$ cat src/rtl/ps2m_pkg.sv
// shared types and constants for the ps2 mouse packet cursor tracker
// no dependencies; used by every rtl file of the block
package ps2m_pkg;

  localparam int unsigned ByteW    = 8;
  localparam int unsigned DeltaW   = 9;
  localparam int unsigned LimitW   = 12;
  localparam int unsigned PosW     = 12;
  localparam int unsigned ButtonW  = 3;
  localparam int unsigned CfgIdxW  = 1;

  // header byte bit positions
  localparam int unsigned HdrSyncBit  = 3;
  localparam int unsigned HdrXSignBit = 4;
  localparam int unsigned HdrYSignBit = 5;

  // configuration register indexes
  localparam logic [CfgIdxW-1:0] RegXLimit = 1'b0;
  localparam logic [CfgIdxW-1:0] RegYLimit = 1'b1;

  localparam logic [LimitW-1:0] XLimitReset = 12'd1023;
  localparam logic [LimitW-1:0] YLimitReset = 12'd767;

  localparam int unsigned CursorXReset = 512;
  localparam int unsigned CursorYReset = 384;

  // one decoded packet, valid when done is set
  typedef struct packed {
    logic                     done;
    logic [ButtonW-1:0]       buttons;
    logic signed [DeltaW-1:0] move_x;
    logic signed [DeltaW-1:0] move_y;
  } pkt_t;

endpackage

$ cat src/rtl/ps2_mouse_packet_cursor_tracker.sv
// Takes one received PS/2 mouse byte per request and gathers standard three-byte
// packets; bytes without bit 3 set are dropped while waiting for a header. Each
// completed packet gives one result: cursor X and Y after adding the deltas (Y
// subtracted, screen down positive) and clamping to 0..limit, the three button
// bits and the two sign-extended deltas. A byte is accepted every cycle while
// results drain; the result of a packet passes through the input register, then
// the result register, after its third byte is accepted. While a result waits
// unaccepted, the input register takes one more byte and then holds off further
// requests until the result is taken. Cursor resets to 512, 384; limits reset
// to 1023, 767.
// depends on ps2m_pkg, ps2m_packet_decoder and ps2m_cursor_update
module ps2_mouse_packet_cursor_tracker #(
  parameter int unsigned COORD_BITS = 12
) (
  input  logic                                clk_i,
  input  logic                                rst_ni,
  input  logic                                in_valid_i,
  output logic                                in_ready_o,
  input  logic [ps2m_pkg::ByteW-1:0]          rx_byte_i,
  output logic                                out_valid_o,
  input  logic                                out_ready_i,
  output logic [ps2m_pkg::PosW-1:0]           pos_x_o,
  output logic [ps2m_pkg::PosW-1:0]           pos_y_o,
  output logic [ps2m_pkg::ButtonW-1:0]        button_bits_o,
  output logic signed [ps2m_pkg::DeltaW-1:0]  move_x_o,
  output logic signed [ps2m_pkg::DeltaW-1:0]  move_y_o,
  input  logic                                cfg_we_i,
  input  logic [ps2m_pkg::CfgIdxW-1:0]        cfg_index_i,
  input  logic [ps2m_pkg::LimitW-1:0]         cfg_wdata_i
);

  logic                        in_valid_q;
  logic [ps2m_pkg::ByteW-1:0]  in_byte_q;
  logic                        advance, step, emit;
  logic [ps2m_pkg::LimitW-1:0] x_limit_q, y_limit_q;
  logic [ps2m_pkg::PosW-1:0]   next_x, next_y;
  ps2m_pkg::pkt_t              pkt;

  // the result register frees up this cycle or is already empty
  assign advance    = !out_valid_o || out_ready_i;
  assign step       = in_valid_q && advance;
  assign emit       = step && pkt.done;
  assign in_ready_o = !in_valid_q || advance;

  always_ff @(posedge clk_i or negedge rst_ni) begin
    if (!rst_ni) begin
      x_limit_q <= ps2m_pkg::XLimitReset;
      y_limit_q <= ps2m_pkg::YLimitReset;
    end else if (cfg_we_i) begin
      unique case (cfg_index_i)
        ps2m_pkg::RegXLimit: x_limit_q <= cfg_wdata_i;
        ps2m_pkg::RegYLimit: y_limit_q <= cfg_wdata_i;
        default: ;
      endcase
    end
  end

  always_ff @(posedge clk_i or negedge rst_ni) begin
    if (!rst_ni) begin
      in_valid_q <= 1'b0;
    end else if (in_valid_i && in_ready_o) begin
      in_valid_q <= 1'b1;
    end else if (step) begin
      in_valid_q <= 1'b0;
    end
  end

  always_ff @(posedge clk_i) begin
    if (in_valid_i && in_ready_o) begin
      in_byte_q <= rx_byte_i;
    end
  end

  ps2m_packet_decoder u_decoder (
    .clk_i  (clk_i),
    .rst_ni (rst_ni),
    .step_i (step),
    .byte_i (in_byte_q),
    .pkt_o  (pkt)
  );

  ps2m_cursor_update #(
    .COORD_BITS (COORD_BITS)
  ) u_cursor (
    .clk_i     (clk_i),
    .rst_ni    (rst_ni),
    .step_i    (emit),
    .move_x_i  (pkt.move_x),
    .move_y_i  (pkt.move_y),
    .x_limit_i (x_limit_q),
    .y_limit_i (y_limit_q),
    .pos_x_o   (next_x),
    .pos_y_o   (next_y)
  );

  always_ff @(posedge clk_i or negedge rst_ni) begin
    if (!rst_ni) begin
      out_valid_o <= 1'b0;
    end else if (advance) begin
      out_valid_o <= emit;
    end
  end

  always_ff @(posedge clk_i) begin
    if (emit) begin
      pos_x_o       <= next_x;
      pos_y_o       <= next_y;
      button_bits_o <= pkt.buttons;
      move_x_o      <= pkt.move_x;
      move_y_o      <= pkt.move_y;
    end
  end

endmodule

$ cat src/rtl/ps2m_packet_decoder.sv
// byte framing for the three-byte ps2 mouse packet: phase, header and x byte
// depends on ps2m_pkg for the packet struct and header bit positions
module ps2m_packet_decoder (
  input  logic                         clk_i,
  input  logic                         rst_ni,
  input  logic                         step_i,
  input  logic [ps2m_pkg::ByteW-1:0]   byte_i,
  output ps2m_pkg::pkt_t               pkt_o
);

  localparam logic [1:0] PhaseHeader = 2'd0;
  localparam logic [1:0] PhaseX      = 2'd1;
  localparam logic [1:0] PhaseY      = 2'd2;

  logic [1:0]                 phase_q, phase_d;
  logic [ps2m_pkg::ByteW-1:0] header_q, header_d;
  logic [ps2m_pkg::ByteW-1:0] xbyte_q, xbyte_d;

  always_comb begin
    phase_d  = phase_q;
    header_d = header_q;
    xbyte_d  = xbyte_q;
    pkt_o.done = 1'b0;
    unique case (phase_q)
      PhaseX: begin
        xbyte_d = byte_i;
        phase_d = PhaseY;
      end
      PhaseY: begin
        pkt_o.done = 1'b1;
        phase_d    = PhaseHeader;
      end
      default: begin
        // unused phase behaves as waiting for a header
        if (byte_i[ps2m_pkg::HdrSyncBit]) begin
          header_d = byte_i;
          phase_d  = PhaseX;
        end
      end
    endcase
    pkt_o.buttons = header_q[ps2m_pkg::ButtonW-1:0];
    pkt_o.move_x  = {header_q[ps2m_pkg::HdrXSignBit], xbyte_q};
    pkt_o.move_y  = {header_q[ps2m_pkg::HdrYSignBit], byte_i};
  end

  always_ff @(posedge clk_i or negedge rst_ni) begin
    if (!rst_ni) begin
      phase_q  <= PhaseHeader;
      header_q <= '0;
      xbyte_q  <= '0;
    end else if (step_i) begin
      phase_q  <= phase_d;
      header_q <= header_d;
      xbyte_q  <= xbyte_d;
    end
  end

endmodule

$ cat src/rtl/ps2m_cursor_update.sv
// cursor x and y registers with delta add and clamp to the configured ceiling
// depends on ps2m_pkg for widths and reset positions
module ps2m_cursor_update #(
  parameter int unsigned COORD_BITS = 12
) (
  input  logic                               clk_i,
  input  logic                               rst_ni,
  input  logic                               step_i,
  input  logic signed [ps2m_pkg::DeltaW-1:0] move_x_i,
  input  logic signed [ps2m_pkg::DeltaW-1:0] move_y_i,
  input  logic [ps2m_pkg::LimitW-1:0]        x_limit_i,
  input  logic [ps2m_pkg::LimitW-1:0]        y_limit_i,
  output logic [ps2m_pkg::PosW-1:0]          pos_x_o,
  output logic [ps2m_pkg::PosW-1:0]          pos_y_o
);

  // two extra bits: one for carry, one for sign
  localparam int unsigned SumW  = COORD_BITS + 2;
  localparam int unsigned LimW  = (SumW > ps2m_pkg::LimitW) ? SumW : ps2m_pkg::LimitW;

  logic [COORD_BITS-1:0] cur_x_q, cur_x_d;
  logic [COORD_BITS-1:0] cur_y_q, cur_y_d;
  logic [SumW-1:0]       sum_x, sum_y;
  logic [LimW-1:0]       coord_max, top_x, top_y, lim_x, lim_y, mag_x, mag_y;

  function automatic logic [LimW-1:0] clamp(input logic [SumW-1:0] v,
                                            input logic [LimW-1:0] top);
    logic [LimW-1:0] mag;
    mag = LimW'(v);
    if (v[SumW-1]) begin
      clamp = '0;
    end else if (mag > top) begin
      clamp = top;
    end else begin
      clamp = mag;
    end
  endfunction

  always_comb begin
    coord_max = LimW'({COORD_BITS{1'b1}});
    lim_x     = LimW'(x_limit_i);
    lim_y     = LimW'(y_limit_i);
    top_x     = (lim_x > coord_max) ? coord_max : lim_x;
    top_y     = (lim_y > coord_max) ? coord_max : lim_y;
    // screen y grows downward, so the mouse y delta is subtracted
    sum_x = SumW'({2'b00, cur_x_q}) + {{(SumW-ps2m_pkg::DeltaW){move_x_i[ps2m_pkg::DeltaW-1]}},
                                        move_x_i};
    sum_y = SumW'({2'b00, cur_y_q}) - {{(SumW-ps2m_pkg::DeltaW){move_y_i[ps2m_pkg::DeltaW-1]}},
                                        move_y_i};
    mag_x   = clamp(sum_x, top_x);
    mag_y   = clamp(sum_y, top_y);
    cur_x_d = COORD_BITS'(mag_x);
    cur_y_d = COORD_BITS'(mag_y);
    pos_x_o = ps2m_pkg::PosW'(cur_x_d);
    pos_y_o = ps2m_pkg::PosW'(cur_y_d);
  end

  always_ff @(posedge clk_i or negedge rst_ni) begin
    if (!rst_ni) begin
      cur_x_q <= COORD_BITS'(ps2m_pkg::CursorXReset);
      cur_y_q <= COORD_BITS'(ps2m_pkg::CursorYReset);
    end else if (step_i) begin
      cur_x_q <= cur_x_d;
      cur_y_q <= cur_y_d;
    end
  end

endmodule
$ cat config.mk
export PLATFORM = sky130hd
export DESIGN_NAME = ps2_mouse_packet_cursor_tracker
export DESIGN_NICKNAME = d
export VERILOG_FILES = /design/src/rtl/ps2m_pkg.sv /design/src/rtl/ps2_mouse_packet_cursor_tracker.sv /design/src/rtl/ps2m_packet_decoder.sv /design/src/rtl/ps2m_cursor_update.sv
export SDC_FILE = /design/constraint.sdc
export NUM_CORES = 1
export LEC_CHECK = 0
export ABC_AREA = 1
export BUFFER_PORTS_ARGS = -buffer_cell sky130_fd_sc_hd__buf_2
export CAP_MARGIN = 10
export CORE_ASPECT_RATIO = 1.75
export CORE_MARGIN = 3
export CORE_UTILIZATION = 54
export DETAILED_ROUTE_END_ITERATION = 16
export GPL_TIMING_DRIVEN = 0
export PLACE_DENSITY = 0.77
export SLEW_MARGIN = 10
export SYNTH_ARGS = -nofsm -noshare
export SYNTH_HDL_FRONTEND = slang
export SYNTH_SLANG_ARGS = --single-unit
$ cat constraint.sdc
create_clock -name clk_i -period 3.2 [get_ports clk_i]
set_input_delay 0 -clock clk_i [delete_from_list [all_inputs] [get_ports clk_i]]
set_output_delay 0 -clock clk_i [all_outputs]
set_load 0.01 [all_outputs]
==> summary.txt <==
Timing
  • Max-slew headroom: 44.21%
  • RSZ-0062 raised after global routing: true
  • Final setup skew: 0.006041 ns
  • Final hold violation count: 0
  • Final Max Tran Viols: 0
  • Slew @ Worst Pin: 0.8369 ns
  • Setup ws final: -0.1840 ns
  • Final setup violation count: 24
  • FMAX: 295.5 MHz
  • Final Cycle Share: 105.7%
  • Hold Slack: 0.2259 ns
  • Final min period: 3.384 ns

Finish
  • Diodes inserted: 0
  • Layout Utilization: 73.55%
  • Share of layout cells above drive strength 1: 30.30%
  • Area Overhead vs Synth: 32.85%
  • Final nets: 1057
  • Area of the multi-input gates: 0.003669 sq mm
  • Reg area: 0.003249 sq mm
  • Number of filler cells placed in the layout: 795

Detailed routing
  • Final WL: 20560 um
  • Vias per Instance: 5.586
  • Antenna-violating nets left: 0
  • Via count: 6469
  • Starting DRT DRC Count: 533
  • First-pass iteration count of the detailed router: 7
  • DR WL/cell: 17.75 um
  • DRC viols: 0

Die
  • Chip Width: 91.58 um
  • IO Pins: 73
  • Core area: 0.01250 sq mm
  • Die Y: 155.8 um
  • Die area: 0.01426 sq mm
  • Initial Utilization: 55.37%
  • Std cell rows: 54

GRT
  • Total track usage: 27.22%
  • Largest net degree at the start of global routing: 66
  • GR Overflow Total: 0
  • Initial antenna violation count: 0
  • First-pass GRT wire length: 29520 um
  • Vias in the first global route: 6068

Worst setup path
  • CP max FO: 5
  • Req. time, crit path: 3.55 ns
  • Crit path capture type: flop
  • CP arrival: 3.73 ns
  • Reg2reg setup slack: -0.18 ns
  • Worst Setup Path Type: reg -> reg
  • Worst Setup Start Kind: flop

Clock network
  • TritonCTS clock tree: yes
  • Clock Sink Count: 118
  • H-tree lvl count: 4
  • TritonCTS buffer count: 17
  • Root buf cell: clkbuf_16
  • Clock-pin slew on the worst setup and hold paths: 0.06 ns
  • Bufs on Longest Clock Path: 2
  • Clk_lat worst skew: 0.42 ns

Synth
  • Synth Cell Area: 0.006920 sq mm
  • Post-synth EDFFs: 53
  • Post-synthesis sequential area ratio: 46.90%
  • Fraction of registers with async set/reset: 55.08%
  • Synthesized area per cell: 8.288 sq um
  • Syn Nets: 915
  • Syn Inst Count: 835
  • Most common cell in the netlist: nand2_1
  • Synth top area cells: edfxtp_1 23%, dfrtp_1 16%, nand2_1 13%
  • Synth area leader: edfxtp_1
  • Predominant post-synthesis flop cell: edfxtp_1
  • Commonest cells post-synth: 247 x nand2_1, 136 x inv_1, 53 x edfxtp_1, 53 x nor2_1, 52 x ha_1
  • Netlist cell types: 36
  • Post-synth top area share: 23.00%
  • Synthesized flop and latch total: 118
  • Yosys Warn Count: 0

Outcome
  • Failing checks: negative setup slack
  • Status: complete, but fails checks

Placement
  • IO buf count: 72
  • Placer Congestion: 0.9493
  • Post-DP HPWL: 13060 um

Hold path
  • Hold Path Class: in -> async

Flow run
  • Max cap viols: 0
## critical path, cell delays in order (launching register included)
cell	delay, ns
dfrtp_1	0.39
ha_2	0.21
inv_2	0.05
fa_2	0.38
o21ai_4	0.20
nand2_2	0.08
nand2_4	0.11
nand2_4	0.06
nand2_2	0.06
nand2_2	0.06
nand2_4	0.09
inv_2	0.05
ha_4	0.25
nand2_2	0.05
nand3b_1	0.20
nor2_2	0.14
nand4_1	0.14
nand2_4	0.15
nand2_4	0.09
buf_8	0.15
nand2_2	0.07
nand4_1	0.21
nand2_1	0.12
## kinds of logic (layout without fill, tap and decap cells)
logic type | Yosys count | in the layout | synth area share [%]
buffers and inverters | 158 | 312 | 8.986
AND/OR/NAND/NOR | 420 | 421 | 26.94
XOR/XNOR | 13 | 13 | 1.645
AO/OA/AOI/OAI | 72 | 72 | 5.551
flip-flops | 118 | 118 | 46.90
adder cells (fa/ha/maj) | 54 | 54 | 9.980
## cells in the final DEF (no fill, tap or decap), drive strengths merged, types with 3 or more instances in the layout
cell,instances
nand3b,4
nor3,3
xnor2,3
dfrtp,43
nand3,38
a21oi,21
nand4,40
dlygate4sd3,27
xor2,10
clkinv,8
clkinvlp,3
clkbuf,30
edfxtp,53
o21bai,4
nor2,56
o21ai,44
ha,52
dfstp,22
inv,138
and2,3
buf,104
nand2,275
## worst paths after layout
| check | from | end | cells past startpoint |
|---|---|---|---|
| min reg2reg | u_decoder.header_q[1]$_DFFE_PN0P_ | button_bits_o[1]$_DFFE_PP_ | 0 |
| min | rst_ni | x_limit_q[11]$_DFFE_PN0P_ | 2 |
| min in group clk_i | rx_byte_i[7] | in_byte_q[7]$_DFFE_PP_ | 2 |
| max in group asynchronous | rst_ni | u_decoder.header_q[4]$_DFFE_PN0P_ | 2 |
| max reg2reg | u_decoder.xbyte_q[0]$_DFFE_PN0P_ | u_cursor.cur_x_q[5]$_DFFE_PN0P_ | 22 |
| max | u_decoder.xbyte_q[0]$_DFFE_PN0P_ | u_cursor.cur_x_q[5]$_DFFE_PN0P_ | 22 |
## area by class of cell
cell class	instances	area share [%]
sequential	118	35.34
buffer	19	1.334
multi-input combinational	560	39.90
tap	168	2.286
timing repair buffer	123	9.213
clock buffer	19	4.818
clock inverter	13	1.443
inverter	138	5.661
## timing repair
action,CTS,global route
resized for setup,47,99
setup buffers,10,12
pin swaps,18,60
endpoints found under the hold margin,77,0
cloned,2,1
hold buffers,27,0
setup endpoints to repair,48,48
## stage by stage
stage	instances	setup slack [ns]	setup TNS, ns	area, sq um
after CTS	1145	-0.03233	-0.1357	8626
after global routing	1158	-0.3395	-8.141	9194
after detailed placement	1075	-0.5096	-17.98	7497
final	1158	-0.1840	-2.763	9194
after global placement	1075	-0.9929	-49.79	7491
after floorplan	835	0.08980	0	6920
## layer usage
metal	wire length, um	vias up	global-route usage (%)
li1	-	2971	-
met5	0	-	0
met4	1685	0	22.59
met3	1121	120	3.909
met2	10910	366	49.15
met1	6842	3012	27.13
## registers in the layout (all words and copies together) (netlist names), 2 cells and up
name,count
u_decoder.xbyte_q,8
u_decoder.phase_q,2
pos_y_o,12
move_x_o,9
y_limit_q,12
move_y_o,9
pos_x_o,12
button_bits_o,3
u_decoder.header_q,5
u_cursor.cur_y_q,12
in_byte_q,8
x_limit_q,12
u_cursor.cur_x_q,12
Power is left out: the tool's default activity adds up to more than one toggle a clock period on the data nets, which glitch-free logic cannot reach.
